`src/bawr_pkg.sv`:
```
// Package for the bilinear alpha-weighted resampler.
// Holds shared constants, register and opcode codes, and shared types.
// Depends on nothing.
`timescale 1ns / 1ps

package bawr_pkg;

   localparam int DEF_MAX_SRC_WIDTH  = 64;
   localparam int DEF_MAX_SRC_HEIGHT = 64;
   localparam int DEF_FRAC_BITS      = 8;

   localparam int COORD_W    = 9;
   localparam int CH_W       = 8;
   localparam int PIX_W      = 4 * CH_W;
   localparam int DIMREG_W   = 7;
   localparam int SIZE_W     = 10;
   localparam int CSR_IDX_W  = 2;
   localparam int CSR_DATA_W = 10;

   localparam int QUEUE_DEPTH = 4;

   localparam logic [CSR_IDX_W-1:0] CSR_SRC_WIDTH  = 2'd0;
   localparam logic [CSR_IDX_W-1:0] CSR_SRC_HEIGHT = 2'd1;
   localparam logic [CSR_IDX_W-1:0] CSR_OUT_SIZE   = 2'd2;

   localparam logic OP_LOAD   = 1'b0;
   localparam logic OP_SAMPLE = 1'b1;

   localparam logic [DIMREG_W-1:0] RST_SRC_WIDTH  = 7'd64;
   localparam logic [DIMREG_W-1:0] RST_SRC_HEIGHT = 7'd64;
   localparam logic [SIZE_W-1:0]   RST_OUT_SIZE   = 10'd64;

   typedef struct packed {
      logic [CH_W-1:0] a;
      logic [CH_W-1:0] r;
      logic [CH_W-1:0] g;
      logic [CH_W-1:0] b;
   } pixel_type;

   typedef struct packed {
      logic full;
      logic empty;
   } q_status_type;

endpackage

```
`src/bawr_front.sv`:
```
// Front end: accepts requests, drops out-of-image loads, and maps sample
// coordinates to source neighbours and fractions through a pipelined divider.
// Depends on bawr_pkg.
`timescale 1ns / 1ps

module bawr_front import bawr_pkg::*; #(
   parameter int MAX_SRC_WIDTH  = DEF_MAX_SRC_WIDTH,
   parameter int MAX_SRC_HEIGHT = DEF_MAX_SRC_HEIGHT,
   parameter int FRAC_BITS      = DEF_FRAC_BITS
) (
   input  logic                                         clock,
   input  logic                                         reset,
   input  logic                                         in_valid,
   output logic                                         in_stall,
   input  logic                                         in_opcode,
   input  logic [COORD_W-1:0]                           in_coord_x,
   input  logic [COORD_W-1:0]                           in_coord_y,
   input  pixel_type                                    in_pixel,
   input  logic [$clog2(MAX_SRC_WIDTH+1)-1:0]           w_eff,
   input  logic [$clog2(MAX_SRC_HEIGHT+1)-1:0]          h_eff,
   input  logic [SIZE_W-1:0]                            s_eff,
   output logic                                         out_valid,
   input  logic                                         out_stall,
   output logic                                         out_sample,
   output logic [(MAX_SRC_WIDTH > 1 ? $clog2(MAX_SRC_WIDTH) : 1)-1:0]   out_x0,
   output logic [(MAX_SRC_WIDTH > 1 ? $clog2(MAX_SRC_WIDTH) : 1)-1:0]   out_x1,
   output logic [(MAX_SRC_HEIGHT > 1 ? $clog2(MAX_SRC_HEIGHT) : 1)-1:0] out_y0,
   output logic [(MAX_SRC_HEIGHT > 1 ? $clog2(MAX_SRC_HEIGHT) : 1)-1:0] out_y1,
   output logic [FRAC_BITS:0]                           out_tx,
   output logic [FRAC_BITS:0]                           out_ty,
   output pixel_type                                    out_pixel
);

   localparam int EW    = $clog2(MAX_SRC_WIDTH + 1);
   localparam int EH    = $clog2(MAX_SRC_HEIGHT + 1);
   localparam int XW    = MAX_SRC_WIDTH > 1 ? $clog2(MAX_SRC_WIDTH) : 1;
   localparam int YW    = MAX_SRC_HEIGHT > 1 ? $clog2(MAX_SRC_HEIGHT) : 1;
   localparam int EMAX  = EW > EH ? EW : EH;
   localparam int NW    = COORD_W + 2 + EMAX;
   localparam int DW    = SIZE_W + 1;
   localparam int STEPS = NW + FRAC_BITS + 1;

   logic            adv;
   logic [DW-1:0]   dvs;
   logic            in_range;
   logic [NW-1:0]   nx_in;
   logic [NW-1:0]   ny_in;

   logic            vld_ff  [0:STEPS];
   logic            smp_ff  [0:STEPS];
   logic [NW-1:0]   numx_ff [0:STEPS];
   logic [NW-1:0]   numy_ff [0:STEPS];
   logic [DW-1:0]   remx_ff [0:STEPS];
   logic [DW-1:0]   remy_ff [0:STEPS];
   logic [STEPS-1:0] qx_ff  [0:STEPS];
   logic [STEPS-1:0] qy_ff  [0:STEPS];
   logic [XW-1:0]   lx_ff   [0:STEPS];
   logic [YW-1:0]   ly_ff   [0:STEPS];
   pixel_type       pix_ff  [0:STEPS];

   assign adv      = !out_stall;
   assign in_stall = out_stall;
   assign dvs      = {s_eff, 1'b0};

   assign in_range = (16'(in_coord_x) < 16'(w_eff)) && (16'(in_coord_y) < 16'(h_eff));
   // shifted numerator (2c+1)*W + S keeps the floor non-negative
   assign nx_in = NW'({in_coord_x, 1'b1}) * NW'(w_eff) + NW'(s_eff);
   assign ny_in = NW'({in_coord_y, 1'b1}) * NW'(h_eff) + NW'(s_eff);

   always_ff @(posedge clock) begin
      if (reset) begin
         vld_ff[0] <= 1'b0;
      end else if (adv) begin
         vld_ff[0] <= in_valid && (in_opcode == OP_SAMPLE || in_range);
      end
   end

   always_ff @(posedge clock) begin
      if (adv) begin
         smp_ff[0]  <= (in_opcode == OP_SAMPLE);
         numx_ff[0] <= nx_in;
         numy_ff[0] <= ny_in;
         remx_ff[0] <= '0;
         remy_ff[0] <= '0;
         qx_ff[0]   <= '0;
         qy_ff[0]   <= '0;
         lx_ff[0]   <= XW'(in_coord_x);
         ly_ff[0]   <= YW'(in_coord_y);
         pix_ff[0]  <= in_pixel;
      end
   end

   for (genvar k = 1; k <= STEPS; k++) begin : g_step
      logic        bx;
      logic        by;
      logic [DW:0] trx;
      logic [DW:0] try_v;
      logic        gex;
      logic        gey;

      if (k <= NW) begin : g_bit
         assign bx = numx_ff[k-1][NW-k];
         assign by = numy_ff[k-1][NW-k];
      end else begin : g_zero
         assign bx = 1'b0;
         assign by = 1'b0;
      end

      assign trx   = {remx_ff[k-1], bx};
      assign try_v = {remy_ff[k-1], by};
      assign gex   = trx >= {1'b0, dvs};
      assign gey   = try_v >= {1'b0, dvs};

      always_ff @(posedge clock) begin
         if (reset) begin
            vld_ff[k] <= 1'b0;
         end else if (adv) begin
            vld_ff[k] <= vld_ff[k-1];
         end
      end

      always_ff @(posedge clock) begin
         if (adv) begin
            smp_ff[k]  <= smp_ff[k-1];
            numx_ff[k] <= numx_ff[k-1];
            numy_ff[k] <= numy_ff[k-1];
            remx_ff[k] <= gex ? DW'(trx - {1'b0, dvs}) : DW'(trx);
            remy_ff[k] <= gey ? DW'(try_v - {1'b0, dvs}) : DW'(try_v);
            qx_ff[k]   <= {qx_ff[k-1][STEPS-2:0], gex};
            qy_ff[k]   <= {qy_ff[k-1][STEPS-2:0], gey};
            lx_ff[k]   <= lx_ff[k-1];
            ly_ff[k]   <= ly_ff[k-1];
            pix_ff[k]  <= pix_ff[k-1];
         end
      end
   end

   // clamp neighbours and round the fractions
   logic [NW-1:0]      qix;
   logic [NW-1:0]      qiy;
   logic [NW-1:0]      wm1;
   logic [NW-1:0]      hm1;
   logic [NW-1:0]      x0c;
   logic [NW-1:0]      x1c;
   logic [NW-1:0]      y0c;
   logic [NW-1:0]      y1c;
   logic [FRAC_BITS+1:0] tx_rnd;
   logic [FRAC_BITS+1:0] ty_rnd;

   assign qix = qx_ff[STEPS][STEPS-1:FRAC_BITS+1];
   assign qiy = qy_ff[STEPS][STEPS-1:FRAC_BITS+1];
   assign wm1 = NW'(w_eff) - NW'(1);
   assign hm1 = NW'(h_eff) - NW'(1);

   always_comb begin
      if (qix == '0) begin
         x0c = '0;
      end else if (qix - NW'(1) > wm1) begin
         x0c = wm1;
      end else begin
         x0c = qix - NW'(1);
      end
      if (qiy == '0) begin
         y0c = '0;
      end else if (qiy - NW'(1) > hm1) begin
         y0c = hm1;
      end else begin
         y0c = qiy - NW'(1);
      end
      x1c = (qix > wm1) ? wm1 : qix;
      y1c = (qiy > hm1) ? hm1 : qiy;
   end

   assign tx_rnd = (FRAC_BITS+2)'(qx_ff[STEPS][FRAC_BITS:0]) + (FRAC_BITS+2)'(1);
   assign ty_rnd = (FRAC_BITS+2)'(qy_ff[STEPS][FRAC_BITS:0]) + (FRAC_BITS+2)'(1);

   assign out_valid  = vld_ff[STEPS];
   assign out_sample = smp_ff[STEPS];
   assign out_x0     = smp_ff[STEPS] ? XW'(x0c) : lx_ff[STEPS];
   assign out_x1     = smp_ff[STEPS] ? XW'(x1c) : lx_ff[STEPS];
   assign out_y0     = smp_ff[STEPS] ? YW'(y0c) : ly_ff[STEPS];
   assign out_y1     = smp_ff[STEPS] ? YW'(y1c) : ly_ff[STEPS];
   assign out_tx     = tx_rnd[FRAC_BITS+1:1];
   assign out_ty     = ty_rnd[FRAC_BITS+1:1];
   assign out_pixel  = pix_ff[STEPS];

endmodule

```
`config.mk`:
```
export PLATFORM = sky130hd
export DESIGN_NAME = bawr_front
export DESIGN_NICKNAME = d
export VERILOG_FILES = /design/src/bawr_pkg.sv /design/src/bawr_front.sv
export SDC_FILE = /design/constraint.sdc
export NUM_CORES = 2
export LEC_CHECK = 0
export BUFFER_PORTS_ARGS = -buffer_cell sky130_fd_sc_hd__clkbuf_2
export CORE_ASPECT_RATIO = 1.2
export CORE_MARGIN = 5
export CORE_UTILIZATION = 45
export CTS_BUF_LIST = sky130_fd_sc_hd__clkbuf_4
export CTS_CLUSTER_SIZE = 12
export DETAILED_ROUTE_END_ITERATION = 12
export SLEW_MARGIN = 20
export SYNTH_ARGS = -nofsm -noshare
export SYNTH_HDL_FRONTEND = slang
export SYNTH_MEMORY_MAX_BITS = 65536
export SYNTH_SLANG_ARGS = --single-unit
```
`constraint.sdc`:
```
create_clock -name clock -period 66.4 [get_ports clock]
set_input_delay 9.96 -clock clock [delete_from_list [all_inputs] [get_ports clock]]
set_output_delay 9.96 -clock clock [all_outputs]
set_load 0.03 [all_outputs]
```
# Yosys cells after proc, flatten, opt, wreduce, memory -nomap -nowiden
# Memory sizes are Yosys's and may differ from the RTL's.
# Cells that the tools add are included.
# totals
ff_bits	0
ramBits	4424
in_bits	79
mem_count	11
# classes
addsub	62
multipliers	2
magnitude_cmp	60
n_mux	97
bitwise_logic	28
n_reduce_logical	5
# memory_table
name	words	width	rd	rd_clocked_by_memory_dff	write_ports	line_no	source
pix_ff	28	32	28	0	28	bawr_front.sv:59	pixel_type pix_ff [0:STEPS];
qx_ff	28	27	28	0	28	bawr_front.sv:55	logic [STEPS-1:0] qx_ff [0:STEPS];
qy_ff	28	27	28	0	28	bawr_front.sv:56	logic [STEPS-1:0] qy_ff [0:STEPS];
numx_ff	28	18	27	0	28	bawr_front.sv:51	logic [NW-1:0] numx_ff [0:STEPS];
numy_ff	28	18	27	0	28	bawr_front.sv:52	logic [NW-1:0] numy_ff [0:STEPS];
remx_ff	28	11	27	0	28	bawr_front.sv:53	logic [DW-1:0] remx_ff [0:STEPS];
5 more memories	-	-	-	-	-	-	
# op_table
op	count
greater-or-equal comparator 12 x 11 -> 1 bit	54
2-to-1 mux 11 bit	54
subtractor 11 bit	54
greater-than comparator 18 bit	4
2-to-1 mux 6 bit	10
adder 17 x 10 -> 18 bit	2
zero test 18 bit	2
subtractor 18 x 1 -> 18 bit, second input constant	2
multiplier 10 x 7 -> 17 bit	2
2-to-1 mux 1 bit	33
bitwise OR 1 bit	28
adder 9 x 1 -> 10 bit, second input constant	2
less-than comparator 9 x 7 -> 1 bit	2
subtractor 7 x 1 -> 8 bit, second input constant	2
logical AND 1 bit	2
logical OR 1 bit	1

# Longest topological paths before layout
# An unclocked memory read counts as a cell.
# logic_depth
word_depth	6
ltp_mapped	18
ltp_nobuf	16

# Worst setup path after synthesis
# OpenSTA, ideal clock, no wires.
# synth_path
kind	input port to flip-flop
startpoint	in out_stall
endpoint	mem lx_ff[0][0] (netlist bit) (enable)
setup_time_ns	3.204
arrival_time_ns	65.941
required_time_ns	63.196
setup_slack_ns	-2.745
stages	1
path_cell_list	inv_1
# synth_rtl
element	line_no	source
from (decl)	bawr_front.sv:23	input logic out_stall,
to (decl)	bawr_front.sv:57	logic [XW-1:0] lx_ff [0:STEPS];

# Worst setup path in the final report
# layout_path
startpoint	in h_eff[0]
endpoint	out out_y0[1] (netlist bit)
# layout_via
elab_chain_len	5
# layout_lines
element	line_no	source
from (decl)	bawr_front.sv:20	input logic [$clog2(MAX_SRC_HEIGHT+1)-1:0] h_eff,
subtractor 7 x 1 -> 8 bit (*)	bawr_front.sv:153	assign hm1 = NW'(h_eff) - NW'(1);
greater-than comparator 18 bit	bawr_front.sv:165	end else if (qiy - NW'(1) > hm1) begin
2-to-1 mux 6 bit (*)	bawr_front.sv:165	
2-to-1 mux 6 bit (*)	bawr_front.sv:163	if (qiy == '0) begin
2-to-1 mux 6 bit (*)	bawr_front.sv:181	assign out_y0 = smp_ff[STEPS] ? YW'(y0c) : ly_ff[STEPS];
to (decl)	bawr_front.sv:27	output logic [(MAX_SRC_HEIGHT > 1 ? $clog2(MAX_SRC_HEIGHT) : 1)-1:0] out_y0,
# Every way passes the cells marked *; elsewhere a longest branch is shown, timed or not.

==> flow_summary.ini <==
[pwr]
ir_drop_uv = 20.09
p_leak_uw = 0.05196
power_density_nw_per_um2 = 39.61
total_power_uw = 5551

[cells_and_area]
syn2layout_area_growth_pct = 11.56
fin_nets = 9603
finish.utilization = 0.5041
drive_gt1_frac = 0.1896
final_area_um2 = 140100

[grt]
overflow = 0
antenna_found_initial = 10
grt_max_degree = 195
grt_pass1_vias = 69060
grt_usage = 0.1506
grt_pass1_wl_um = 355000

[sta]
max_freq_mhz = 41.21
timing.final.hold_violations = 0
final.setup.tns_ns = 0
worst_slack_ns = 42.13
clock_skew_ns = 0.08543
worst_slew_pin_slew_ns = 1.111
maxSlewViolCount = 0
maxSlewHeadroom = 0.2550
rsz0062_at_grt = false
fin_crit_ns = 24.27
period_share = 0.3655
setup_violations = 0

[cts]
cts_resized = 0
clk_latency_ns = 1.29
cts_tree = built
cts_buffers = 705
cts_root_buf = clkbuf_4
ctsHoldBuffers = 0
cts.clk_slew.worst_paths_ns = 0.06
cts_max_level = 6
clock-sinks = 2942
cts_buffer_depth = 4
post_cts.repair.setup_buffers = 0

[die]
num_io_pins = 156
start_util = 0.4518
core_um2 = 278000
chipWidth_um = 492.3
dieArea_um2 = 289800
die_h_um = 588.8
num_rows = 212

[worst_setup_path]
cpPeakStageDelay_ns = 0.68
rrSetupSlack_ns = 63.32
reg2reg_from = remx_ff[1][56]
path_max_fanout = 14
cp_slowest_cell = o2bb2ai_1
required_ns = 56.44
cp-start-kind = input pin
path_class = input pin to output port
arrival_ns = 14.31
r2r-end = remx_ff[1][69]
worstRegToRegCells = 7
path_cells = clkbuf_2 -> inv_1 -> ha_1 -> and3_1 -> xnor2_2 -> inv_1 -> ha_1 -> and3_1 -> nand3_1 -> nor4_1 -> o2bb2ai_1 -> mux2_2 -> o21ai_0 -> clkbuf_2
crit_path_end_kind = output port

[route]
top_layer = met5
drt-initial-drc-count = 3712
drt_wl_total_um = 220000
vias_per_cell = 5.163
route.met2.wl_um = 109100
vias = 66050
drc = 0
met3RoutedLength_um = 9226
dr.pass1.iters = 8
wl_per_cell_um = 17.20
final_antenna_net_count = 0
m1WireLength_um = 94390

[placed_design]
portBuffers = 155
place_congestion = 0.8504
place_ws_ns = 42.18
place_area_um2 = 131500
dp_hpwl_um = 142500

[synth]
yosysWarnings = 0
synth_ff_type = edfxtp_1
yosysUniqueCellTypes = 76
syn_inst = 7775
ys_ff_latch = 2942
syn-cell-area_um2 = 125600
yosysSeqAreaShare = 0.7033
avgSynthCellArea_um2 = 16.16
ys_async_sr_fraction = 0
synth_edf_count = 2942

[worst_hold_path]
holdPathStages = 0
worst_hold_path_type = flop to flop
hold_path_end = numy_ff[0][33]
min_from = numy_ff[0][15]

[outcome]
status = finished, final reports clean

[flow_run]
cap_violations = 0
## cells in the final DEF (no fill, tap or decap), types with 103 or more instances in the layout
master    synthesis  final
clkinv_1          1    115
o21ai_0         254    254
inv_1           434    423
ha_1            703    703
edfxtp_1       2942   2942
fa_1            148    148
nor2_1          437    437
nor2b_1         167    167
clkbuf_2          1    153
nor3_1          161    161
clkbuf_4          0   1002
mux2_2          352    352
a21oi_1         313    313
nand3_1         103    103
and2_1          107    107
xnor2_1         293    290
mux2i_1         119    119
nand2_1         237    237
## per-stage QoR
| step | hold WS [ns] | instances |
|---|---|---|
| after floorplan | 0.4003 | 7784 |
| after CTS | 0.3492 | 12780 |
| final | 0.3576 | 12790 |
| after global routing | 0.3585 | 12790 |
| after detailed placement | 0.4045 | 11600 |
| after global placement | 0.4001 | 11600 |
## registers in the layout (all words and copies together), names as in the netlist
register,cells
ly_ff,168
lx_ff,168
qy_ff,378
pix_ff,896
remx_ff,260
vld_ff,28
numx_ff,189
smp_ff,28
remy_ff,260
numy_ff,189
qx_ff,378
## critical path: cells and delay by family
family,cells,cell delay (ns)
compound gates,2,0.83
xor+xnor,1,0.66
fa+ha+maj,2,0.74
buf+inv,4,1.09
mux,1,0.41
simple gates,4,0.58
## kinds of logic after synthesis
kind of cell | Yosys count | share of synthesized area
compound gates | 1138 | 0.05971
flops | 2942 | 0.7033
simple gates | 1557 | 0.06423
fa+ha+maj | 851 | 0.09361
xor+xnor | 332 | 0.02315
mux | 471 | 0.04104
buf+inv | 483 | 0.01489
other cells | 1 | 0.00002985
## report_power, final
group          leakage [uW]  internal [uW]  switching (uW)
Clock               0.00512            737             660
Sequential           0.0288           2440             113
Combinational        0.0181            746             857
Total                0.0520           3920            1630
## synth_stat cells (78+ instances only)
cell | n | area, um^2
a21o_1 | 81 | 608.1
inv_1 | 434 | 1629
mux2i_1 | 119 | 1191
edfxtp_1 | 2942 | 88340
fa_1 | 148 | 2963
o21ai_0 | 254 | 1271
mux2_2 | 352 | 3964
nand2_1 | 237 | 889.6
nor3_1 | 161 | 805.8
nand3_1 | 103 | 515.5
xnor2_1 | 293 | 2566
o211ai_1 | 87 | 653.1
and2_1 | 107 | 669.4
a21oi_1 | 313 | 1567
nor2_1 | 437 | 1640
ha_1 | 703 | 8796
nor2b_1 | 167 | 1045
nand4_1 | 78 | 488.0
## cell type report
cell class / count / area [um^2]
Antenna cell: 10 / 25.02
Clock buffer: 1002 / 7522
Clock inverter: 176 / 1094
Fill cell: 23210 / 137900
Inverter: 435 / 1637
Multi-Input combinational cell: 4359 / 35550
Sequential cell: 2942 / 88340
Tap cell: 3638 / 4552
Timing Repair Buffer: 230 / 1410
## layer usage
| layer | vias up | track usage |
|---|---|---|
| li1 | 32220 | - |
| met1 | 32000 | 0.1891 |
| met2 | 1334 | 0.2554 |
| met3 | 494 | 0.02954 |
| met4 | 6 | 0.06461 |
| met5 | - | 0 |
## worst max-delay path by stage
stage | from | to | slack [ns] | depth (start not counted)
floorplan | out_stall | lx_ff[0][0] | 12.54 | 1
global placement | h_eff[0] | out_y0[1] | 42.22 | 14
detailed placement | h_eff[0] | out_y0[1] | 42.18 | 14
CTS | h_eff[0] | out_y0[1] | 42.15 | 14
global route | h_eff[0] | out_y1[1] | 41.92 | 14
finish | h_eff[0] | out_y0[1] | 42.13 | 14
Note: power is estimated with default switching activity, not from simulation.
