## src/bawr_pkg.sv

```systemverilog
// Package for the bilinear alpha-weighted resampler.
// Holds shared constants, register and opcode codes, and shared types.
// Depends on nothing.
`timescale 1ns / 1ps

package bawr_pkg;

   localparam int DEF_MAX_SRC_WIDTH  = 64;
   localparam int DEF_MAX_SRC_HEIGHT = 64;
   localparam int DEF_FRAC_BITS      = 8;

   localparam int COORD_W    = 9;
   localparam int CH_W       = 8;
   localparam int PIX_W      = 4 * CH_W;
   localparam int DIMREG_W   = 7;
   localparam int SIZE_W     = 10;
   localparam int CSR_IDX_W  = 2;
   localparam int CSR_DATA_W = 10;

   localparam int QUEUE_DEPTH = 4;

   localparam logic [CSR_IDX_W-1:0] CSR_SRC_WIDTH  = 2'd0;
   localparam logic [CSR_IDX_W-1:0] CSR_SRC_HEIGHT = 2'd1;
   localparam logic [CSR_IDX_W-1:0] CSR_OUT_SIZE   = 2'd2;

   localparam logic OP_LOAD   = 1'b0;
   localparam logic OP_SAMPLE = 1'b1;

   localparam logic [DIMREG_W-1:0] RST_SRC_WIDTH  = 7'd64;
   localparam logic [DIMREG_W-1:0] RST_SRC_HEIGHT = 7'd64;
   localparam logic [SIZE_W-1:0]   RST_OUT_SIZE   = 10'd64;

   typedef struct packed {
      logic [CH_W-1:0] a;
      logic [CH_W-1:0] r;
      logic [CH_W-1:0] g;
      logic [CH_W-1:0] b;
   } pixel_type;

   typedef struct packed {
      logic full;
      logic empty;
   } q_status_type;

endpackage

```

## src/bawr_queue.sv

```systemverilog
// Short register FIFO between the front end and the back end.
// Depends on bawr_pkg.
`timescale 1ns / 1ps

module bawr_queue import bawr_pkg::*; #(
   parameter int WIDTH = 32,
   parameter int DEPTH = QUEUE_DEPTH
) (
   input  logic             clock,
   input  logic             reset,
   input  logic             push,
   input  logic [WIDTH-1:0] push_data,
   input  logic             pop,
   output logic [WIDTH-1:0] pop_data,
   output q_status_type     status
);

   localparam int PW = DEPTH > 1 ? $clog2(DEPTH) : 1;
   localparam int CW = $clog2(DEPTH + 1);

   logic [WIDTH-1:0] slot_ff [0:DEPTH-1];
   logic [PW-1:0]    wr_ptr_ff;
   logic [PW-1:0]    rd_ptr_ff;
   logic [CW-1:0]    count_ff;
   logic [PW-1:0]    wr_ptr_in;
   logic [PW-1:0]    rd_ptr_in;
   logic [CW-1:0]    count_in;

   assign status.full  = (count_ff == CW'(DEPTH));
   assign status.empty = (count_ff == '0);
   assign pop_data     = slot_ff[rd_ptr_ff];

   always_comb begin
      wr_ptr_in = wr_ptr_ff;
      rd_ptr_in = rd_ptr_ff;
      count_in  = count_ff;
      if (push) begin
         wr_ptr_in = (wr_ptr_ff == PW'(DEPTH - 1)) ? '0 : wr_ptr_ff + PW'(1);
      end
      if (pop) begin
         rd_ptr_in = (rd_ptr_ff == PW'(DEPTH - 1)) ? '0 : rd_ptr_ff + PW'(1);
      end
      if (push && !pop) begin
         count_in = count_ff + CW'(1);
      end else if (pop && !push) begin
         count_in = count_ff - CW'(1);
      end
   end

   always_ff @(posedge clock) begin
      if (reset) begin
         wr_ptr_ff <= '0;
         rd_ptr_ff <= '0;
         count_ff  <= '0;
      end else begin
         wr_ptr_ff <= wr_ptr_in;
         rd_ptr_ff <= rd_ptr_in;
         count_ff  <= count_in;
      end
   end

   always_ff @(posedge clock) begin
      if (push) begin
         slot_ff[wr_ptr_ff] <= push_data;
      end
   end

endmodule

```

## config.mk

```make
export PLATFORM = sky130hd
export DESIGN_NAME = bawr_queue
export DESIGN_NICKNAME = d
export VERILOG_FILES = /design/src/bawr_pkg.sv /design/src/bawr_queue.sv
export SDC_FILE = /design/constraint.sdc
export NUM_CORES = 1
export LEC_CHECK = 0
export CAP_MARGIN = 10
export CORE_UTILIZATION = 62
export DETAILED_ROUTE_END_ITERATION = 10
export DONT_BUFFER_PORTS = 1
export PLACE_DENSITY = 0.88
export SETUP_SLACK_MARGIN = 0.15
export SKIP_CTS_REPAIR_TIMING = 1
export SYNTH_ARGS = -nofsm -noshare
export SYNTH_HDL_FRONTEND = slang
export SYNTH_SLANG_ARGS = --single-unit
```

## constraint.sdc

```tcl
create_clock -name clock -period 2.2 [get_ports clock]
set_input_delay 0.11 -clock clock [delete_from_list [all_inputs] [get_ports clock]]
set_output_delay 0.11 -clock clock [all_outputs]
set_load 0.01 [all_outputs]
```

# After elaboration in Yosys (flattened, before gate mapping)
# Memories as Yosys holds them, arrays and structs flattened. A register that Yosys moved wholly into a read port is not among the register bits.
# Index checks and enable logic that the tools add are counted.
dict set report word_totals {
  register_bits 7
  mem_bits_rw 128
  input_bits 36
  out_inout_bits 34
  wordCells 25
  n_memories 1
}
# memory words word_bits read_ports rd_ports_with_merged_regs write_ports line_no
set mem_list {}
lappend mem_list {slot_ff 4 32 1 1 1 bawr_queue.sv:21} ;# logic [WIDTH-1:0] slot_ff [0:DEPTH-1];
dict set report op_classes {
  addsub 4
  n_eq_ne 3
  muxes 8
  n_reduce_logical 6
}
# operator count
set op_table {}
lappend op_table {{$mux W2} 4}
lappend op_table {{$mux W3} 2}
lappend op_table {{$add A2 B1 Y2 const B} 2}
lappend op_table {{$eq A2 B2 Y1 const B} 2}
lappend op_table {{$add A3 B1 Y3 const B} 1}
lappend op_table {{$eq A3 B3 Y1 const B} 1}
lappend op_table {{$logic_not A3 Y1} 1}
lappend op_table {{$sub A3 B1 Y3 const B} 1}
lappend op_table {{$logic_and A1 B1 Y1} 2}
lappend op_table {{$logic_not A1 Y1} 2}
lappend op_table {{$mux W1} 2}
lappend op_table {{$reduce_bool A2 Y1} 1}

# Longest topological paths before layout
# Gate-level depths: netlist of run 1.
dict set report logic_depth {
  word_depth 4
  mapped_depth 7
  depth_no_buf 7
}

# Worst setup path after synthesis of run 1
# Ideal clock, no wire load.
dict set report synth_timing {
  path_kind {register to register}
  startpoint {register wr_ptr_ff[0]}
  endpoint {memory slot_ff[3][0] (enable)}
  t_arrival_ns 1.341
  slack_ns 0.467
  path_stages_with_launch 3
  path_buffers 0
  path_cell_list {dfxtp_1 ha_1 and2_1}
}
# item line_no
set synth_lines {}
lappend synth_lines {{from (decl)} bawr_queue.sv:22} ;# logic [PW-1:0] wr_ptr_ff;
lappend synth_lines {{from (signal assigned)} bawr_queue.sv:56} ;# wr_ptr_ff <= wr_ptr_in;
lappend synth_lines {{to (decl)} bawr_queue.sv:21}
# No word-level cell before the write port.

==> results of run 1 <==
-- worst max-delay path, cell delays in order (launching register included) --
cell and delay [ns]:
sky130_fd_sc_hd__dfxtp_2 0.62, sky130_fd_sc_hd__buf_4 0.30, sky130_fd_sc_hd__mux4_2 0.39
-- power by group --
group          internal [mW]  total [mW]  switching, mW
combinational          0.204       0.448          0.244
sequential              2.98        3.04         0.0612
clock                   1.85        2.89           1.04
total                   5.03        6.38           1.35
-- cells in the final DEF (no fill, tap or decap), types with 2 or more instances in the layout --
cell type	netlist	layout
sky130_fd_sc_hd__buf_4	0	5
sky130_fd_sc_hd__mux4_2	30	30
sky130_fd_sc_hd__edfxtp_1	128	128
sky130_fd_sc_hd__nor3b_1	2	2
sky130_fd_sc_hd__clkbuf_16	0	16
sky130_fd_sc_hd__bufinv_16	0	4
sky130_fd_sc_hd__mux4_1	2	2
sky130_fd_sc_hd__clkinv_4	0	2
sky130_fd_sc_hd__mux2i_1	4	4
sky130_fd_sc_hd__and2_2	0	4
sky130_fd_sc_hd__buf_12	3	2
sky130_fd_sc_hd__dlygate4sd3_1	0	35
sky130_fd_sc_hd__dfxtp_1	9	7
sky130_fd_sc_hd__inv_6	0	3
sky130_fd_sc_hd__clkinvlp_4	0	3
sky130_fd_sc_hd__a21oi_1	2	2
sky130_fd_sc_hd__nor2_1	7	7
sky130_fd_sc_hd__ha_1	6	6
sky130_fd_sc_hd__xor2_1	2	2
sky130_fd_sc_hd__inv_1	4	4
-- worst paths after layout --
kind	to	slack (ns)
setup / recovery	pop_data[22]	0.27
hold / removal	slot_ff[3][20]	0.02
setup reg to reg	slot_ff[0][25]	0.51
hold reg to reg	flop	0.55
-- layout make-up --
type | count | area [um^2] | area share, %
multi-input combinational | 63 | 978.4 | 15.80
clock inverter | 14 | 195.2 | 3.153
timing repair buffer | 42 | 427.9 | 6.912
tap | 102 | 127.6 | 2.061
inverter | 4 | 15.01 | 0.2425
clock buffer | 18 | 417.9 | 6.750
sequential | 137 | 4029 | 65.08
-- logic make-up after synthesis --
group	Yosys count	share of synthesized area, %
flip-flops	137	78.92
buffers and inverters	11	1.988
multiplexers	36	15.07
adder cells (fa/ha/maj)	7	1.865
AO/OA/AOI/OAI	3	0.2944
XOR/XNOR	2	0.3436
AND/OR/NAND/NOR	15	1.521
-- flip-flops by register name, summed over array words and instances, names as in the netlist, named ones only --
| signal | cells |
|---|---|
| rd_ptr_ff | 2 |
| slot_ff | 128 |
| count_ff | 3 |
| wr_ptr_ff | 2 |
-- routing by layer --
layer | up-vias | part of all wire, %
met5 | - | 0
met1 | 1172 | 38
met3 | 10 | 6.3
met4 | 0 | 0.92
met2 | 99 | 55
li1 | 999 | -
-- stage by stage --
stage          util (%)  power [mW]  std cells  cell area, um^2  hold slack, ns
3_5_place_dp      66.58       3.461        313             5225          0.1820
2_1_floorplan         -       3.384        211             5099          0.1791
4_1_cts           74.39       6.346        345             5838         -0.3627
5_1_grt           78.89       6.558        380             6191        0.005315
3_3_place_gp      66.58       3.441        313             5225          0.1832
6_report          78.89       6.383        380             6191         0.02176
==> flow_results.xml, run 1 <==
<?xml version="1.0" encoding="UTF-8"?>
<metrics>
  <group name="status">
    <metric name="run_status" unit="">finished clean</metric>
  </group>
  <group name="critical_path">
    <metric name="worstPathRequired" unit="ns">2.09</metric>
    <metric name="ff2ff_path_depth" unit="">3</metric>
    <metric name="kind_of_critical_path" unit="">reg -&gt; out</metric>
    <metric name="worst-endpoint-arrival" unit="ns">1.82</metric>
    <metric name="r2r-start" unit="">wr_ptr_ff[0]</metric>
    <metric name="worst-path-max-fanout" unit="">15</metric>
    <metric name="crit_path_end_kind" unit="">primary output</metric>
    <metric name="timing.critical_path.from_type" unit="">flop</metric>
  </group>
  <group name="timing">
    <metric name="slew_viol_final" unit="">0</metric>
    <metric name="worst_slew_pin_slew" unit="ns">0.8465</metric>
    <metric name="final-hold-violation-count" unit="">0</metric>
    <metric name="worst_slack" unit="ns">0.2693</metric>
    <metric name="setup_repair_after_global_routing_missed_its_margin" unit="">no</metric>
    <metric name="maxClockFrequency" unit="MHz">517.9</metric>
    <metric name="timing.slew.headroom" unit="%">43.56</metric>
    <metric name="sum_of_negative_setup_slack" unit="ns">0</metric>
    <metric name="final.setup_skew" unit="ns">0.006776</metric>
    <metric name="fin_crit" unit="ns">1.931</metric>
    <metric name="setup_viol" unit="">0</metric>
    <metric name="min_period_over_period" unit="%">87.76</metric>
  </group>
  <group name="logic_synthesis">
    <metric name="syn_inst" unit="">211</metric>
    <metric name="syn-mean-instance-area" unit="um^2">24.16</metric>
    <metric name="yosys.cell_count.top_type" unit="">sky130_fd_sc_hd__edfxtp_1</metric>
    <metric name="netlist_top_cells_count" unit="">sky130_fd_sc_hd__edfxtp_1 (128), sky130_fd_sc_hd__mux4_2 (30), sky130_fd_sc_hd__dfxtp_1 (9)</metric>
    <metric name="synth-main-ff-cell" unit="">sky130_fd_sc_hd__edfxtp_1</metric>
    <metric name="synth_enable_flop_cells" unit="">128</metric>
    <metric name="synthDominantAreaCellType" unit="">sky130_fd_sc_hd__edfxtp_1</metric>
    <metric name="synth_net_count" unit="">254</metric>
    <metric name="yosysUniqueCellTypes" unit="">19</metric>
    <metric name="area_share_of_the_largest_cell_type_after_synthesis" unit="%">75.39</metric>
    <metric name="ys.warnings.count" unit="">0</metric>
    <metric name="netlist_area" unit="um^2">5099</metric>
    <metric name="synth.yosys.seq_area_share" unit="%">78.92</metric>
    <metric name="synth.top_cells.by_area" unit="">sky130_fd_sc_hd__edfxtp_1 (75%), sky130_fd_sc_hd__mux4_2 (13%), sky130_fd_sc_hd__dfxtp_1 (3.5%)</metric>
    <metric name="async_reset_ff_share" unit="%">0</metric>
    <metric name="yosys_register_bits" unit="">137</metric>
  </group>
  <group name="placement">
    <metric name="finalWeightedCongestion" unit="">0.6891</metric>
    <metric name="pre_cts_ws" unit="ns">0.5435</metric>
    <metric name="dp_hpwl" unit="um">4804</metric>
    <metric name="numPortBuffers" unit="">0</metric>
  </group>
  <group name="cells_and_area">
    <metric name="drive_above_1_share" unit="%">26.26</metric>
    <metric name="fillCellCount" unit="">422</metric>
    <metric name="insertedDiodeCount" unit="">0</metric>
    <metric name="final_nets" unit="">308</metric>
    <metric name="area_delta_synth_final" unit="%">21.42</metric>
  </group>
  <group name="global_route">
    <metric name="global_route_wire_length_before_repair" unit="um">12760</metric>
    <metric name="met1_usage" unit="%">25.46</metric>
    <metric name="use_met2" unit="%">35.93</metric>
    <metric name="grt_max_degree" unit="">33</metric>
    <metric name="grt_pass1_vias" unit="">2255</metric>
    <metric name="grt_busiest_layer" unit="">met2</metric>
    <metric name="antenna_found_initial" unit="">0</metric>
    <metric name="groute.usage.overall" unit="%">21.92</metric>
    <metric name="total_congestion_overflow" unit="">0</metric>
    <metric name="grt.met3_usage" unit="%">9.688</metric>
  </group>
  <group name="run">
    <metric name="max_cap_violations" unit="">0</metric>
  </group>
  <group name="clocking">
    <metric name="cts.sinks" unit="">137</metric>
    <metric name="clock_slew_at_reported_path_ffs" unit="ns">0.06</metric>
    <metric name="cts-buffers-inserted" unit="">17</metric>
    <metric name="clkLatencyLatePin" unit="ns">0.51</metric>
    <metric name="h-tree-depth" unit="">4</metric>
    <metric name="cts.path.max_buffers" unit="">2</metric>
    <metric name="root_buffer_cell" unit="">sky130_fd_sc_hd__clkbuf_8</metric>
    <metric name="cts_tree" unit="">built</metric>
  </group>
  <group name="power">
    <metric name="power.ir.vdd_worst" unit="uV">735.2</metric>
    <metric name="p_leak" unit="nW">2.052</metric>
    <metric name="power-per-cell-area" unit="nW/um^2">1031</metric>
  </group>
  <group name="min_path">
    <metric name="hold_path_class" unit="">in -&gt; reg</metric>
    <metric name="hp-start" unit="">push</metric>
    <metric name="holdPathStages" unit="">1</metric>
  </group>
  <group name="floorplan">
    <metric name="fp.dieArea" unit="um^2">8591</metric>
    <metric name="die_height" unit="um">92.69</metric>
    <metric name="die_width" unit="um">92.69</metric>
    <metric name="num_rows" unit="">32</metric>
    <metric name="floorplan.core_area" unit="um^2">7848</metric>
    <metric name="initial_utilization" unit="%">64.97</metric>
    <metric name="ioPinCount" unit="">70</metric>
  </group>
  <group name="route">
    <metric name="wl_per_cell" unit="um">24.21</metric>
    <metric name="wirelength" unit="um">9200</metric>
    <metric name="antenna_violating_nets_post_route" unit="">0</metric>
    <metric name="vias" unit="">2280</metric>
    <metric name="vias_per_cell" unit="">6.000</metric>
    <metric name="drt_iter0_markers" unit="">143</metric>
    <metric name="drc" unit="">0</metric>
    <metric name="detailedRoute.firstPassIterationCount" unit="">5</metric>
  </group>
</metrics>
No activity file was read; power rests on OpenSTA's default activity.
==> inputs of run 2 (changes only) <==
CORE_ASPECT_RATIO = 2   (was default)
==> flow_results.xml, run 2 (synthesis gave the netlist of run 1 again) <==
<?xml version="1.0" encoding="UTF-8"?>
<metrics>
  <group name="status">
    <metric name="run_status" unit="">finished, violations left</metric>
    <metric name="violations" unit="">hold timing</metric>
  </group>
  <group name="cells_and_area">
    <metric name="biggest_registers_after_layout" unit="">slot_ff x128, count_ff x3</metric>
    <metric name="instances_no_fill" unit="">371</metric>
    <metric name="final_nets" unit="">306</metric>
    <metric name="regMostFlops" unit="">slot_ff</metric>
    <metric name="multi_input_area" unit="um^2">978.4</metric>
    <metric name="layout_commonest_cell" unit="">sky130_fd_sc_hd__edfxtp_1</metric>
    <metric name="layout.area.seq" unit="um^2">4026</metric>
    <metric name="largest_register_ffs" unit="">128</metric>
    <metric name="area_delta_synth_final" unit="%">21.30</metric>
    <metric name="insertedDiodeCount" unit="">0</metric>
    <metric name="drive_above_1_share" unit="%">25.45</metric>
    <metric name="final_std_cell_area_no_fill" unit="um^2">6185</metric>
    <metric name="fillCellCount" unit="">391</metric>
    <metric name="most_used_cells_in_the_layout_excluding_fill_and_tap_cells" unit="">sky130_fd_sc_hd__edfxtp_1 (128), sky130_fd_sc_hd__dlygate4sd3_1 (35), sky130_fd_sc_hd__mux4_2 (30)</metric>
  </group>
  <group name="placement">
    <metric name="dp_hpwl" unit="um">4930</metric>
    <metric name="dp.cells" unit="">305</metric>
    <metric name="place_area" unit="um^2">5202</metric>
    <metric name="finalWeightedCongestion" unit="">0.6614</metric>
    <metric name="numPortBuffers" unit="">0</metric>
  </group>
  <group name="critical_path">
    <metric name="worstPathRequired" unit="ns">2.09</metric>
    <metric name="timing.critical_path.cells" unit="">buf_12 &gt; mux4_2</metric>
    <metric name="timing.critical_path.slowest_stage_cell" unit="">sky130_fd_sc_hd__mux4_2</metric>
    <metric name="worst-path-max-fanout" unit="">25</metric>
    <metric name="timing.critical_path.from_type" unit="">flop</metric>
    <metric name="worst-endpoint-arrival" unit="ns">1.81</metric>
    <metric name="kind_of_critical_path" unit="">reg -&gt; out</metric>
    <metric name="crit_path_end_kind" unit="">primary output</metric>
    <metric name="critPathMaxStageDelay" unit="ns">0.59</metric>
  </group>
  <group name="power">
    <metric name="power.total" unit="mW">6.500</metric>
    <metric name="power.ir.vdd_worst" unit="uV">1062</metric>
    <metric name="p_leak" unit="nW">2.046</metric>
    <metric name="power-per-cell-area" unit="nW/um^2">1051</metric>
  </group>
  <group name="floorplan">
    <metric name="floorplan.core_area" unit="um^2">7943</metric>
    <metric name="die_height" unit="um">130.2</metric>
    <metric name="num_rows" unit="">46</metric>
    <metric name="die_width" unit="um">66.13</metric>
    <metric name="initial_utilization" unit="%">64.19</metric>
    <metric name="ioPinCount" unit="">70</metric>
    <metric name="fp.dieArea" unit="um^2">8612</metric>
  </group>
  <group name="route">
    <metric name="vias_per_cell" unit="">6.170</metric>
    <metric name="drc" unit="">0</metric>
    <metric name="antenna_violating_nets_post_route" unit="">0</metric>
    <metric name="wirelength" unit="um">9812</metric>
    <metric name="detailedRoute.firstPassIterationCount" unit="">4</metric>
    <metric name="wl_per_cell" unit="um">26.45</metric>
    <metric name="drt_iter0_markers" unit="">240</metric>
    <metric name="vias" unit="">2289</metric>
  </group>
  <group name="timing">
    <metric name="setup_viol" unit="">0</metric>
    <metric name="worst_slew_pin_slew" unit="ns">0.8119</metric>
    <metric name="final-hold-violation-count" unit="">2</metric>
    <metric name="sum_of_negative_setup_slack" unit="ns">0</metric>
    <metric name="maxClockFrequency" unit="MHz">521.6</metric>
    <metric name="fin_crit" unit="ns">1.917</metric>
    <metric name="setup_repair_after_global_routing_missed_its_margin" unit="">no</metric>
    <metric name="timing.slew.headroom" unit="%">45.87</metric>
    <metric name="slew_viol_final" unit="">0</metric>
    <metric name="timing.hold.ws" unit="ns">-0.01845</metric>
    <metric name="final.setup_skew" unit="ns">0.006150</metric>
    <metric name="min_period_over_period" unit="%">87.14</metric>
  </group>
  <group name="global_route">
    <metric name="grt_max_degree" unit="">33</metric>
    <metric name="grt_pass1_vias" unit="">2345</metric>
    <metric name="total_congestion_overflow" unit="">0</metric>
    <metric name="groute.usage.overall" unit="%">24.39</metric>
    <metric name="global_route_wire_length_before_repair" unit="um">13700</metric>
    <metric name="antenna_found_initial" unit="">0</metric>
  </group>
  <group name="clocking">
    <metric name="root_buffer_cell" unit="">sky130_fd_sc_hd__clkbuf_16</metric>
    <metric name="cts.sinks" unit="">137</metric>
    <metric name="clock_slew_at_reported_path_ffs" unit="ns">0.05</metric>
    <metric name="clkLatencyLatePin" unit="ns">0.41</metric>
    <metric name="cts.path.max_buffers" unit="">2</metric>
    <metric name="cts-buffers-inserted" unit="">17</metric>
    <metric name="h-tree-depth" unit="">4</metric>
    <metric name="cts_tree" unit="">built</metric>
  </group>
  <group name="min_path">
    <metric name="hold_path_class" unit="">in -&gt; reg</metric>
  </group>
  <group name="run">
    <metric name="max_cap_violations" unit="">0</metric>
  </group>
</metrics>
==> run 2: cell count changes in the layout (fill, tap and decap cells not counted), sizes merged <==
| cell | previous run | this run |
|---|---|---|
| bufinv | 4 | 5 |
| clkinvlp | 3 | 4 |
| inv | 7 | 4 |
| buf | 7 | 5 |
==> run 2: final cells by class <==
type	instances	area share, %
timing repair buffer	40	6.676
clock buffer	18	6.939
clock inverter	13	3.277
tap	96	1.942
sequential	137	65.10
multi-input combinational	63	15.82
inverter	4	0.2428
==> run 2: path summary, 6_finish.rpt <==
kind | start | slack [ns] | depth (start not counted) | endpoint
worst min-delay path | pop | -0.02 | 3 | flop
worst max-delay path | flop | 0.28 | 2 | pop_data[9]
worst min register to register | count_ff[2] | 0.53 | 2 | count_ff[2]
worst max register to register | wr_ptr_ff[0] | 0.63 | 4 | slot_ff[2][21]
==> run 2: where the power goes <==
group / switching [mW] / leakage, nW / internal, mW
clock network: 1.00 / 0.295 / 1.99
logic: 0.240 / 0.500 / 0.206
registers: 0.0748 / 1.25 / 2.98
total: 1.32 / 2.05 / 5.19
==> run 2: through the flow <==
step | util (%) | hold slack (ns) | setup slack [ns]
after floorplan | - | 0.1791 | 0.4674
final | 77.87 | -0.01845 | 0.2828
after global routing | 77.87 | 0.001203 | 0.1906
after detailed placement | 65.50 | 0.1859 | 0.6751
after global placement | 65.50 | 0.1820 | 0.6984
after CTS | 73.46 | -0.2470 | 0.2409
==> run 2: worst max-delay path: cells and delay by family, from the launching register on <==
family / cells / cell delay, ns
buffers and inverters: 1 / 0.27
muxes: 1 / 0.59
DFF: 1 / 0.52
==> run 2: per-layer routing <==
layer  vias up  part of all wire [%]  GRT usage [%]
li1        993                     -              -
met1      1165                    36          26.93
met4         0                   2.1          10.64
met2       115                    55          40.40
met3        16                   7.0          10.66
met5         -                     0              0
